### src/rtl/gda_pkg.sv
// ----------------------------------------------------------------------------
// gda_pkg
// Shared constants and calendar helpers for the Gregorian date arithmetic core.
// ----------------------------------------------------------------------------
package gda_pkg;

    localparam int YR_W    = 17;   // internal year width, covers years up to 131071
    localparam int SER_W   = 25;   // day serial width, covers 65535 years
    localparam int DIST_W  = 22;
    localparam int DOY_W   = 9;

    localparam logic [DIST_W-1:0] DIST_MAX = {DIST_W{1'b1}};

    localparam logic [1:0] REQ_ADD  = 2'd0;
    localparam logic [1:0] REQ_SUB  = 2'd1;
    localparam logic [1:0] REQ_DIFF = 2'd2;

    // floor(x / 100) = (x * K100) >> K100_SH for x < 2^YR_W
    localparam int          K100_SH = 26;
    localparam logic [19:0] K100    = 20'd671089;
    // year estimate, rounded up: ((n + 3) * KYR) >> KYR_SH
    localparam int          KYR_SH  = 28;
    localparam logic [19:0] KYR     = 20'd734952;

    localparam logic [6:0] R99 = 7'd99;

    // days before the first of month m in a common year
    function automatic logic [DOY_W-1:0] cum_days(input logic [3:0] m);
        logic [DOY_W-1:0] c;
        unique case (m)
            4'd1:    c = 9'd0;
            4'd2:    c = 9'd31;
            4'd3:    c = 9'd59;
            4'd4:    c = 9'd90;
            4'd5:    c = 9'd120;
            4'd6:    c = 9'd151;
            4'd7:    c = 9'd181;
            4'd8:    c = 9'd212;
            4'd9:    c = 9'd243;
            4'd10:   c = 9'd273;
            4'd11:   c = 9'd304;
            4'd12:   c = 9'd334;
            default: c = 9'd0;
        endcase
        return c;
    endfunction

    function automatic logic [4:0] month_len(input logic [3:0] m, input logic leap);
        logic [4:0] l;
        unique case (m)
            4'd2:                       l = leap ? 5'd29 : 5'd28;
            4'd4, 4'd6, 4'd9, 4'd11:    l = 5'd30;
            4'd1, 4'd3, 4'd5, 4'd7,
            4'd8, 4'd10, 4'd12:         l = 5'd31;
            default:                    l = 5'd0;
        endcase
        return l;
    endfunction

    // leap test of year x, given q = x / 100 and r = x % 100
    function automatic logic leap_of(input logic [1:0] x_lo, input logic [1:0] q_lo,
                                     input logic [6:0] r);
        return ((x_lo == 2'd0) && (r != 7'd0)) || ((r == 7'd0) && (q_lo == 2'd0));
    endfunction

    // leap test of year x + 1, given q = x / 100 and r = x % 100
    function automatic logic leap_next(input logic [1:0] x_lo, input logic [1:0] q_lo,
                                       input logic [6:0] r);
        return ((x_lo == 2'd3) && (r != R99)) || ((r == R99) && (q_lo == 2'd3));
    endfunction

endpackage

### src/rtl/gregorian_date_arithmetic_core.sv
// ----------------------------------------------------------------------------
// gregorian_date_arithmetic_core
// Gregorian date add/subtract of a day offset, and day count between two dates.
//
// Usage:
//   A request is taken at a rising edge with start high; busy is always low,
//   so a new request may be issued every cycle.
//   i_req_type selects add, subtract or day difference. The first date and the
//   offset feed add/subtract; the difference also uses the second date.
//   Each result appears on the o_ ports for one cycle with o_result_valid high,
//   in request order. One result per request, one request per cycle sustained.
//   The pipeline is the input register, three stages of date to serial, two
//   stages of offset add and range check, five stages of serial to date, and
//   the output register.
//   Invalid dates, out-of-range results and unused request codes set
//   o_range_error and return the first date unchanged.
//   Reset clears all in-flight requests. The receiver cannot stall the result.
// ----------------------------------------------------------------------------
module gregorian_date_arithmetic_core
    import gda_pkg::*;
#(
    parameter int MAX_YEAR    = 9999,
    parameter int OFFSET_BITS = 17
) (
    input  logic                          i_clk,
    input  logic                          i_rst_n,
    input  logic                          start,
    output logic                          busy,
    input  logic [1:0]                    i_req_type,
    input  logic [13:0]                   i_first_year,
    input  logic [3:0]                    i_first_month,
    input  logic [4:0]                    i_first_day,
    input  logic signed [OFFSET_BITS-1:0] i_day_offset,
    input  logic [13:0]                   i_second_year,
    input  logic [3:0]                    i_second_month,
    input  logic [4:0]                    i_second_day,
    output logic                          o_result_valid,
    output logic [13:0]                   o_result_year,
    output logic [3:0]                    o_result_month,
    output logic [4:0]                    o_result_day,
    output logic [DIST_W-1:0]             o_day_distance,
    output logic                          o_first_is_later,
    output logic                          o_range_error
);

    localparam int TGT_W   = ((SER_W > OFFSET_BITS) ? SER_W : OFFSET_BITS) + 2;
    localparam int MAX_SER = MAX_YEAR * 365 + MAX_YEAR / 4 - MAX_YEAR / 100
                             + MAX_YEAR / 400 - 1;
    localparam int SER_LAT = 3;
    localparam int CIV_LAT = 5;
    localparam int LAT     = SER_LAT + CIV_LAT + 4;

    typedef struct packed {
        logic [1:0]             req;
        logic [13:0]            year;
        logic [3:0]             month;
        logic [4:0]             day;
        logic [OFFSET_BITS-1:0] off;
    } t_ctl;

    typedef struct packed {
        logic              use_civil;
        logic              err;
        logic [13:0]       year;
        logic [3:0]        month;
        logic [4:0]        day;
        logic [DIST_W-1:0] distance;
        logic              later;
    } t_res;

    assign busy = 1'b0;

    // input register
    logic r0_v, r0_second_unused;
    t_ctl r0_ctl;
    logic [13:0] r0_y2;
    logic [3:0]  r0_m2;
    logic [4:0]  r0_d2;

    always_ff @(posedge i_clk) begin
        if (!i_rst_n) begin
            r0_v <= 1'b0;
        end else begin
            r0_v <= start;
        end
        r0_ctl <= '{req: i_req_type, year: i_first_year, month: i_first_month,
                    day: i_first_day, off: i_day_offset};
        r0_y2  <= i_second_year;
        r0_m2  <= i_second_month;
        r0_d2  <= i_second_day;
        r0_second_unused <= 1'b0;
    end

    // date to serial
    logic             s1_v, s2_v, s1_ok, s2_ok;
    logic [SER_W-1:0] s1_ser, s2_ser;

    gda_serial #(.MAX_YEAR(MAX_YEAR)) u_ser_first (
        .i_clk     (i_clk),
        .i_rst_n   (i_rst_n),
        .i_valid   (r0_v),
        .i_year    (r0_ctl.year),
        .i_month   (r0_ctl.month),
        .i_day     (r0_ctl.day),
        .o_valid   (s1_v),
        .o_serial  (s1_ser),
        .o_date_ok (s1_ok)
    );

    gda_serial #(.MAX_YEAR(MAX_YEAR)) u_ser_second (
        .i_clk     (i_clk),
        .i_rst_n   (i_rst_n),
        .i_valid   (r0_v && !r0_second_unused),
        .i_year    (r0_y2),
        .i_month   (r0_m2),
        .i_day     (r0_d2),
        .o_valid   (s2_v),
        .o_serial  (s2_ser),
        .o_date_ok (s2_ok)
    );

    t_ctl r_ctl_dly [SER_LAT];

    always_ff @(posedge i_clk) begin
        r_ctl_dly[0] <= r0_ctl;
        for (int i = 1; i < SER_LAT; i++) begin
            r_ctl_dly[i] <= r_ctl_dly[i-1];
        end
    end

    // offset add, difference
    logic                    r4_v, r4_ok1, r4_ok2, r4_later;
    logic signed [TGT_W-1:0] r4_n;
    logic [DIST_W-1:0]       r4_dist;
    t_ctl                    r4_ctl;
    t_ctl                    n4_ctl;
    logic signed [TGT_W-1:0] n4_off, n4_ser;
    logic [SER_W-1:0]        n4_diff;

    assign n4_ctl  = r_ctl_dly[SER_LAT-1];
    assign n4_off  = TGT_W'($signed(n4_ctl.off));
    assign n4_ser  = $signed({{(TGT_W-SER_W){1'b0}}, s1_ser});
    assign n4_diff = (s1_ser > s2_ser) ? (s1_ser - s2_ser) : (s2_ser - s1_ser);

    always_ff @(posedge i_clk) begin
        if (!i_rst_n) begin
            r4_v <= 1'b0;
        end else begin
            r4_v <= s1_v && s2_v;
        end
        r4_ctl   <= n4_ctl;
        r4_ok1   <= s1_ok;
        r4_ok2   <= s2_ok;
        r4_n     <= (n4_ctl.req == REQ_SUB) ? (n4_ser - n4_off) : (n4_ser + n4_off);
        r4_later <= s1_ser > s2_ser;
        r4_dist  <= (n4_diff > SER_W'(DIST_MAX)) ? DIST_MAX : n4_diff[DIST_W-1:0];
    end

    // range check, error resolve
    logic             r5_v;
    logic [SER_W-1:0] r5_n;
    t_res             r5_res;
    logic             n5_oor, n5_err;

    assign n5_oor = (r4_n < 0) || (r4_n > $signed(TGT_W'(MAX_SER)));

    always_comb begin
        unique case (r4_ctl.req)
            REQ_ADD, REQ_SUB: n5_err = !r4_ok1 || n5_oor;
            REQ_DIFF:         n5_err = !r4_ok1 || !r4_ok2;
            default:          n5_err = 1'b1;
        endcase
    end

    always_ff @(posedge i_clk) begin
        if (!i_rst_n) begin
            r5_v <= 1'b0;
        end else begin
            r5_v <= r4_v;
        end
        r5_n   <= r4_n[SER_W-1:0];
        r5_res <= '{use_civil: !n5_err && ((r4_ctl.req == REQ_ADD) ||
                                           (r4_ctl.req == REQ_SUB)),
                    err:      n5_err,
                    year:     r4_ctl.year,
                    month:    r4_ctl.month,
                    day:      r4_ctl.day,
                    distance: (!n5_err && (r4_ctl.req == REQ_DIFF)) ? r4_dist : '0,
                    later:    !n5_err && (r4_ctl.req == REQ_DIFF) && r4_later};
    end

    // serial to date
    logic            c_v;
    logic [YR_W-1:0] c_year;
    logic [3:0]      c_month;
    logic [4:0]      c_day;

    gda_civil u_civil (
        .i_clk    (i_clk),
        .i_rst_n  (i_rst_n),
        .i_valid  (r5_v),
        .i_serial (r5_n),
        .o_valid  (c_v),
        .o_year   (c_year),
        .o_month  (c_month),
        .o_day    (c_day)
    );

    t_res r_res_dly [CIV_LAT];

    always_ff @(posedge i_clk) begin
        r_res_dly[0] <= r5_res;
        for (int i = 1; i < CIV_LAT; i++) begin
            r_res_dly[i] <= r_res_dly[i-1];
        end
    end

    // output register
    t_res n_out;
    logic r_out_v;
    t_res r_out;

    assign n_out = r_res_dly[CIV_LAT-1];

    always_ff @(posedge i_clk) begin
        if (!i_rst_n) begin
            r_out_v <= 1'b0;
        end else begin
            r_out_v <= c_v;
        end
        r_out <= n_out;
        if (n_out.use_civil) begin
            r_out.year  <= c_year[13:0];
            r_out.month <= c_month;
            r_out.day   <= c_day;
        end
    end

    assign o_result_valid   = r_out_v;
    assign o_result_year    = r_out.year;
    assign o_result_month   = r_out.month;
    assign o_result_day     = r_out.day;
    assign o_day_distance   = r_out.distance;
    assign o_first_is_later = r_out.later;
    assign o_range_error    = r_out.err;

    a_latency: assert property (@(posedge i_clk) disable iff (!i_rst_n)
        start && !busy |-> ##LAT o_result_valid)
        else $error("request lost in pipeline");

    a_err_clean: assert property (@(posedge i_clk) disable iff (!i_rst_n)
        o_result_valid && o_range_error |-> (o_day_distance == '0) && !o_first_is_later)
        else $error("distance reported with error");

    a_later_dist: assert property (@(posedge i_clk) disable iff (!i_rst_n)
        o_result_valid && o_first_is_later |-> o_day_distance != '0)
        else $error("later flag with zero distance");

    a_date_ok: assert property (@(posedge i_clk) disable iff (!i_rst_n)
        o_result_valid && !o_range_error |->
            (o_result_month >= 4'd1) && (o_result_month <= 4'd12) && (o_result_day != 5'd0))
        else $error("bad result date");

endmodule

### src/rtl/gda_serial.sv
// ----------------------------------------------------------------------------
// gda_serial
// Three-stage pipeline: date to day serial (0001-01-01 is day 0) plus validity.
// ----------------------------------------------------------------------------
module gda_serial
    import gda_pkg::*;
#(
    parameter int MAX_YEAR = 9999
) (
    input  logic             i_clk,
    input  logic             i_rst_n,
    input  logic             i_valid,
    input  logic [13:0]      i_year,
    input  logic [3:0]       i_month,
    input  logic [4:0]       i_day,
    output logic             o_valid,
    output logic [SER_W-1:0] o_serial,
    output logic             o_date_ok
);

    localparam logic [YR_W-1:0] MAXY = YR_W'(MAX_YEAR);

    // stage 1
    logic             r1_v, r1_yok;
    logic [YR_W-1:0]  r1_p, r1_q;
    logic [SER_W-1:0] r1_p365;
    logic [3:0]       r1_m;
    logic [4:0]       r1_d;
    logic [YR_W-1:0]  n1_p;
    logic [YR_W+19:0] n1_qprod;

    assign n1_p     = {{(YR_W-14){1'b0}}, i_year} - YR_W'(1);
    assign n1_qprod = n1_p * K100;

    always_ff @(posedge i_clk) begin
        if (!i_rst_n) begin
            r1_v <= 1'b0;
        end else begin
            r1_v <= i_valid;
        end
        r1_p    <= n1_p;
        r1_q    <= n1_qprod[K100_SH +: YR_W];
        r1_p365 <= SER_W'(n1_p * 9'd365);
        r1_yok  <= (i_year != 14'd0) && ({{(YR_W-14){1'b0}}, i_year} <= MAXY);
        r1_m    <= i_month;
        r1_d    <= i_day;
    end

    // stage 2
    logic             r2_v, r2_ok, r2_leap;
    logic [SER_W-1:0] r2_base;
    logic [3:0]       r2_m;
    logic [4:0]       r2_d;
    logic [YR_W-1:0]  n2_r;
    logic             n2_leap, n2_ok;

    assign n2_r    = r1_p - YR_W'(r1_q * YR_W'(100));
    assign n2_leap = leap_next(r1_p[1:0], r1_q[1:0], n2_r[6:0]);
    assign n2_ok   = r1_yok && (r1_m >= 4'd1) && (r1_m <= 4'd12) && (r1_d != 5'd0)
                     && (r1_d <= month_len(r1_m, n2_leap));

    always_ff @(posedge i_clk) begin
        if (!i_rst_n) begin
            r2_v <= 1'b0;
        end else begin
            r2_v <= r1_v;
        end
        r2_base <= r1_p365 + SER_W'(r1_p >> 2) - SER_W'(r1_q) + SER_W'(r1_q >> 2);
        r2_leap <= n2_leap;
        r2_ok   <= n2_ok;
        r2_m    <= r1_m;
        r2_d    <= r1_d;
    end

    // stage 3
    logic             r3_v, r3_ok;
    logic [SER_W-1:0] r3_ser;

    always_ff @(posedge i_clk) begin
        if (!i_rst_n) begin
            r3_v <= 1'b0;
        end else begin
            r3_v <= r2_v;
        end
        r3_ser <= r2_base + SER_W'(cum_days(r2_m))
                  + SER_W'(r2_leap && (r2_m > 4'd2)) + SER_W'(r2_d) - SER_W'(1);
        r3_ok  <= r2_ok;
    end

    assign o_valid   = r3_v;
    assign o_serial  = r3_ser;
    assign o_date_ok = r3_ok;

endmodule

### src/rtl/gda_civil.sv
// ----------------------------------------------------------------------------
// gda_civil
// Five-stage pipeline: day serial back to year, month and day.
// ----------------------------------------------------------------------------
module gda_civil
    import gda_pkg::*;
(
    input  logic             i_clk,
    input  logic             i_rst_n,
    input  logic             i_valid,
    input  logic [SER_W-1:0] i_serial,
    output logic             o_valid,
    output logic [YR_W-1:0]  o_year,
    output logic [3:0]       o_month,
    output logic [4:0]       o_day
);

    // stage 1: year estimate, equal to or one above the elapsed years
    logic               r1_v;
    logic [SER_W-1:0]   r1_n;
    logic [YR_W-1:0]    r1_pe;
    logic [SER_W+20:0]  n1_prod;

    assign n1_prod = ({1'b0, i_serial} + (SER_W+1)'(3)) * KYR;

    always_ff @(posedge i_clk) begin
        if (!i_rst_n) begin
            r1_v <= 1'b0;
        end else begin
            r1_v <= i_valid;
        end
        r1_n  <= i_serial;
        r1_pe <= n1_prod[KYR_SH +: YR_W];
    end

    // stage 2
    logic             r2_v;
    logic [SER_W-1:0] r2_n, r2_p365;
    logic [YR_W-1:0]  r2_pe, r2_q;
    logic [YR_W+19:0] n2_qprod;

    assign n2_qprod = r1_pe * K100;

    always_ff @(posedge i_clk) begin
        if (!i_rst_n) begin
            r2_v <= 1'b0;
        end else begin
            r2_v <= r1_v;
        end
        r2_n    <= r1_n;
        r2_pe   <= r1_pe;
        r2_q    <= n2_qprod[K100_SH +: YR_W];
        r2_p365 <= SER_W'(r1_pe * 9'd365);
    end

    // stage 3: first day of year pe + 1
    logic             r3_v, r3_leap_pe, r3_leap_nx;
    logic [SER_W-1:0] r3_n, r3_start;
    logic [YR_W-1:0]  r3_pe;
    logic [YR_W-1:0]  n3_r;

    assign n3_r = r2_pe - YR_W'(r2_q * YR_W'(100));

    always_ff @(posedge i_clk) begin
        if (!i_rst_n) begin
            r3_v <= 1'b0;
        end else begin
            r3_v <= r2_v;
        end
        r3_n       <= r2_n;
        r3_pe      <= r2_pe;
        r3_start   <= r2_p365 + SER_W'(r2_pe >> 2) - SER_W'(r2_q) + SER_W'(r2_q >> 2);
        r3_leap_pe <= leap_of(r2_pe[1:0], r2_q[1:0], n3_r[6:0]);
        r3_leap_nx <= leap_next(r2_pe[1:0], r2_q[1:0], n3_r[6:0]);
    end

    // stage 4: pick year, day of year
    logic             r4_v, r4_leap;
    logic [YR_W-1:0]  r4_year;
    logic [DOY_W-1:0] r4_doy;
    logic [SER_W-1:0] n4_rem;

    assign n4_rem = r3_n - r3_start;

    always_ff @(posedge i_clk) begin
        if (!i_rst_n) begin
            r4_v <= 1'b0;
        end else begin
            r4_v <= r3_v;
        end
        if (r3_n < r3_start) begin
            r4_year <= r3_pe;
            r4_doy  <= DOY_W'(n4_rem + SER_W'(365) + SER_W'(r3_leap_pe));
            r4_leap <= r3_leap_pe;
        end else begin
            r4_year <= r3_pe + YR_W'(1);
            r4_doy  <= n4_rem[DOY_W-1:0];
            r4_leap <= r3_leap_nx;
        end
    end

    // stage 5: month and day
    logic             r5_v;
    logic [YR_W-1:0]  r5_year;
    logic [3:0]       r5_m;
    logic [4:0]       r5_d;
    logic [3:0]       n5_m;
    logic [DOY_W-1:0] n5_first;

    always_comb begin
        n5_m     = 4'd1;
        n5_first = '0;
        for (int k = 2; k <= 12; k++) begin
            if (r4_doy >= cum_days(4'(k)) + DOY_W'(r4_leap && (k > 2))) begin
                n5_m     = 4'(k);
                n5_first = cum_days(4'(k)) + DOY_W'(r4_leap && (k > 2));
            end
        end
    end

    always_ff @(posedge i_clk) begin
        if (!i_rst_n) begin
            r5_v <= 1'b0;
        end else begin
            r5_v <= r4_v;
        end
        r5_year <= r4_year;
        r5_m    <= n5_m;
        r5_d    <= 5'(r4_doy - n5_first + DOY_W'(1));
    end

    assign o_valid = r5_v;
    assign o_year  = r5_year;
    assign o_month = r5_m;
    assign o_day   = r5_d;

endmodule

### config.mk
export PLATFORM = sky130hd
export DESIGN_NAME = gregorian_date_arithmetic_core
export DESIGN_NICKNAME = d
export VERILOG_FILES = /design/src/rtl/gda_pkg.sv /design/src/rtl/gregorian_date_arithmetic_core.sv /design/src/rtl/gda_serial.sv /design/src/rtl/gda_civil.sv
export SDC_FILE = /design/constraint.sdc
export NUM_CORES = 1
export LEC_CHECK = 0
export CORE_UTILIZATION = 43
export CTS_CLUSTER_SIZE = 8
export DETAILED_ROUTE_END_ITERATION = 16
export DONT_BUFFER_PORTS = 1
export GPL_TIMING_DRIVEN = 1
export SYNTH_ARGS = -nofsm -noshare
export SYNTH_HDL_FRONTEND = slang
export SYNTH_SLANG_ARGS = --single-unit
### constraint.sdc
create_clock -name i_clk -period 2.1 [get_ports i_clk]
set_clock_uncertainty 0.2 [all_clocks]
set_input_delay 0.105 -clock i_clk [delete_from_list [all_inputs] [get_ports i_clk]]
set_output_delay 0.105 -clock i_clk [all_outputs]
set_load 0.02 [all_outputs]
==> impl_results.md <==
- Largest net degree at the start of global routing: 14
- Top FF cell, synth: dfxtp_1
- Initial antenna violation count: 0
- Die ar.: approximately 18000 um2
- Syn Inst Count: between 400 and 500
- Top cell type by total area after synthesis: dfxtp_1
- Chip height: 135 um
- Final nets: roughly 670
- Post-synthesis cell area: approximately 7600 um2
- Pint: around 0.011 W
- Synth top cells by count: dfxtp_1, buf_4, and2_1, ha_1, nor4_1
- CTS buffer count: 49
- Worst Setup Start Kind: flop
- DP Cell Count: about 670
- First-pass GRT wire length: about 15000 um
- Gr usage total: between 10% and 20%
- Critical Path Max Stage Delay: 0.41 ns
- Met1 Track Usage GR: between 10% and 20%
- Crit path max fanout: 4
- Minimum clock period: slightly above 2 ns
- Reg clk slew, reported paths: 0.05 ns
- Seq cells post-synth: between 300 and 400
- Root Buffer: clkbuf_16
- CP endpoint kind: flop
- Routability congestion estimate: between 0.7 and 0.8
- Tcrit/Tclk final: between 90% and 100%
- Synth warnings: 0
- Final setup violation count: 0
- Top cell type's share of synthesized area: approximately nine tenths
- Worst Setup Slack, final: between 0.04 and 0.05 ns
- Met3 usage: 4.47%
- Clock sinks: between 300 and 400
- Max Root-Sink Buffers: 3
- Clk_lat worst skew: 0.53 ns
- Post-synthesis sequential area ratio: between 90% and 100%
- Number of synthesized flops with an enable pin: 0
- Clock network power share: between 40% and 50%
- TNS Setup: 0 ns
- Status: finished, final reports clean
- Number of global-route vias before repair: roughly 3.4k
- Final core occ: 58.5%
- CTS HTree Levels: 2
- Worst Path Required: approximately 2.4 ns
- Final Routed Wirelength: ~9400 um
- Layout Cells excl Fill: 823
- Combinational Power Share: ~2%
- Drt drc: 0
- Max VDD drop: 1090 uV
- DIE WIDTH: between 100 and 150 um
- Initial Util: 44.0%
- 1st-pass router iterations: 4
- Total grt overflow: 0
- Netlist cell types: 31
- Vias per cell: between 3 and 4
- Critical path class: flop to flop
- CTS tree: built
- Post-synth ARST share: 0%
- Total Power: between 0.01 and 0.015 W
- Cell row count: between 40 and 50
- Wire length per cell: about 11 um
- Pre-CTS setup slack: -0.0492 ns
- Max-cap violation count: 0
- Fin. Hold Viols: 0
- Global route hottest layer: met2
- M2 GR Usage: 18.2%
- PwrDens: roughly 1400 nW/um2
- Switching power: 0.00264 W
- Slowest-stage cell, CP: or3_4
- CP arrival: ~2.3 ns
- Proportion of layout cells with a drive suffix above 1: between 10% and 20%
- Vias: 3263
- Post-route ant nets: 0
- Hold crit path type: input port to flop
- Sw frac: 19.0%
- I/O pin total: 117
- Core footprint: between 15000 and 20000 um2
- R2R Setup Slk: roughly 0.043 ns
- First-iteration detailed-routing DRC count: between 50 and 60
- Top post-synthesis cells by area: dfxtp_1, buf_4, ha_1, and2_1, nor4_1
- I/O Buffers: 0
- Max-slew violation count: 0
- Fmax: 486 MHz
- DP Wirelength: roughly 4300 um
- Ant diodes: 0
- Critical path cell sequence: or3_4, o21ai_4, ha_1, a21o_1, mux2i_1, a21oi_1, nor3_1
- Avg Cell Area, Syn: ~17 um2
- Area delta synth->final: 32.8%
- Sequential cell fraction of total power: ~50%
- Leakage power total: 4.28 nW
- Most common cell in the netlist: dfxtp_1
worst paths after layout:
check / start / cells past startpoint / endpoint
worst max-delay path: u_ser_second.r1_m[3]$_DFF_P_ / 7 / u_ser_second.r2_ok$_DFF_P_
worst min-delay path: start / 2 / r0_v$_SDFF_PN0_
worst max register to register: u_ser_second.r1_m[3]$_DFF_P_ / 7 / u_ser_second.r2_ok$_DFF_P_
worst min register to register: r_res_dly[0][223]$_DFF_P_ / 0 / o_result_month[3]$_DFF_P_
placed cells by master (no fill, tap or decap):
cell type / instances
a21oi_1: 3
ha_1: 10
nor2_1: 3
nand4_1: 2
clkinv_4: 1
inv_16: 1
a21oi_2: 1
o211ai_1: 2
or2_2: 1
o2111ai_1: 1
nand3_1: 4
buf_4: 2
nand2_1: 5
a31oi_1: 1
dfxtp_1: 345
o21ai_0: 5
a21o_1: 1
or4_1: 2
o21ai_4: 1
or4_4: 1
inv_1: 2
nand3b_1: 1
clkinv_8: 1
o31ai_1: 1
clkbuf_16: 50
mux2_2: 2
nor4_1: 6
a21boi_0: 2
or3_4: 1
and2_1: 12
dlygate4sd3_1: 98
conb_1: 24
clkbuf_1: 1
nand4b_1: 1
mux2i_1: 1
nor3_1: 1
nor2b_1: 2
per-layer routing:
layer	routed length, um	up-vias
met4	489	0
li1	-	1666
met3	729	43
met2	4640	137
met1	3570	1417
met5	0	-
what timing repair did:
| item | in CTS | in global routing |
|---|---|---|
| hold buffers | 98 | 0 |
| pin swaps | 0 | 1 |
| endpoints found under the hold margin | 60 | 0 |
| gates resized for setup | 1 | 3 |
| setup buffers | 0 | 2 |
| cloned | 0 | 0 |
| endpoints found under the setup margin | 1 | 2 |
worst max-delay path: cells and delay by family, from the launching register on:
| kind | cells | cell delay (ns) |
|---|---|---|
| mux | 1 | 0.15 |
| fa+ha+maj | 1 | 0.27 |
| flops | 1 | 0.32 |
| simple gates | 2 | 0.59 |
| compound gates | 3 | 0.44 |
kinds of logic (layout without fill, tap and decap cells):
| group | Yosys count | in the layout | share of synthesized area [%] |
|---|---|---|---|
| compound gates | 18 | 18 | 1.45 |
| other cells | 1 | 24 | 0.0492 |
| buf+inv | 27 | 156 | 2.51 |
| fa+ha+maj | 10 | 10 | 1.64 |
| simple gates | 42 | 42 | 3.25 |
| mux | 3 | 3 | 0.427 |
| flops | 345 | 345 | 90.7 |
sequential cells by signal, summed over array words and instances, names as in the netlist, 5 cells and up:
signal	flops
o_result_year	14
r0_ctl	25
r_res_dly	120
r4_ctl	25
u_ser_second.r1_d	5
r0_y2	14
o_result_day	5
r0_d2	5
r_ctl_dly	68
r5_res	24
stage by stage:
stage	area [um2]	hold slack (ns)
finish	10100	0.0414
global route	10100	0.0312
CTS	10100	0.0198
detailed placement	7800	-0.0672
global placement	7800	-0.0672
floorplan	7700	-0.0673
power groups by stage:
stage	Clock, W	Combinational, W	Sequential (W)
3_3_place_gp	0	0.000107	0.00716
5_1_grt	0.00709	0.000305	0.00708
3_5_place_dp	0	0.000117	0.00717
6_report	0.00656	0.000280	0.00705
4_1_cts	0.00672	0.000260	0.00705
2_1_floorplan	0	0.000136	0.00713
layout make-up:
class                   count  area, um2
inverters                   2       7.51
clock inverters             3       45.0
flip-flops and latches    345       6910
multi-input cells          97        626
repair buffers            100        996
well taps                 225        282
clock buffers              51       1250
fillers                  1275       7180
(Power assumes the default switching activity.)
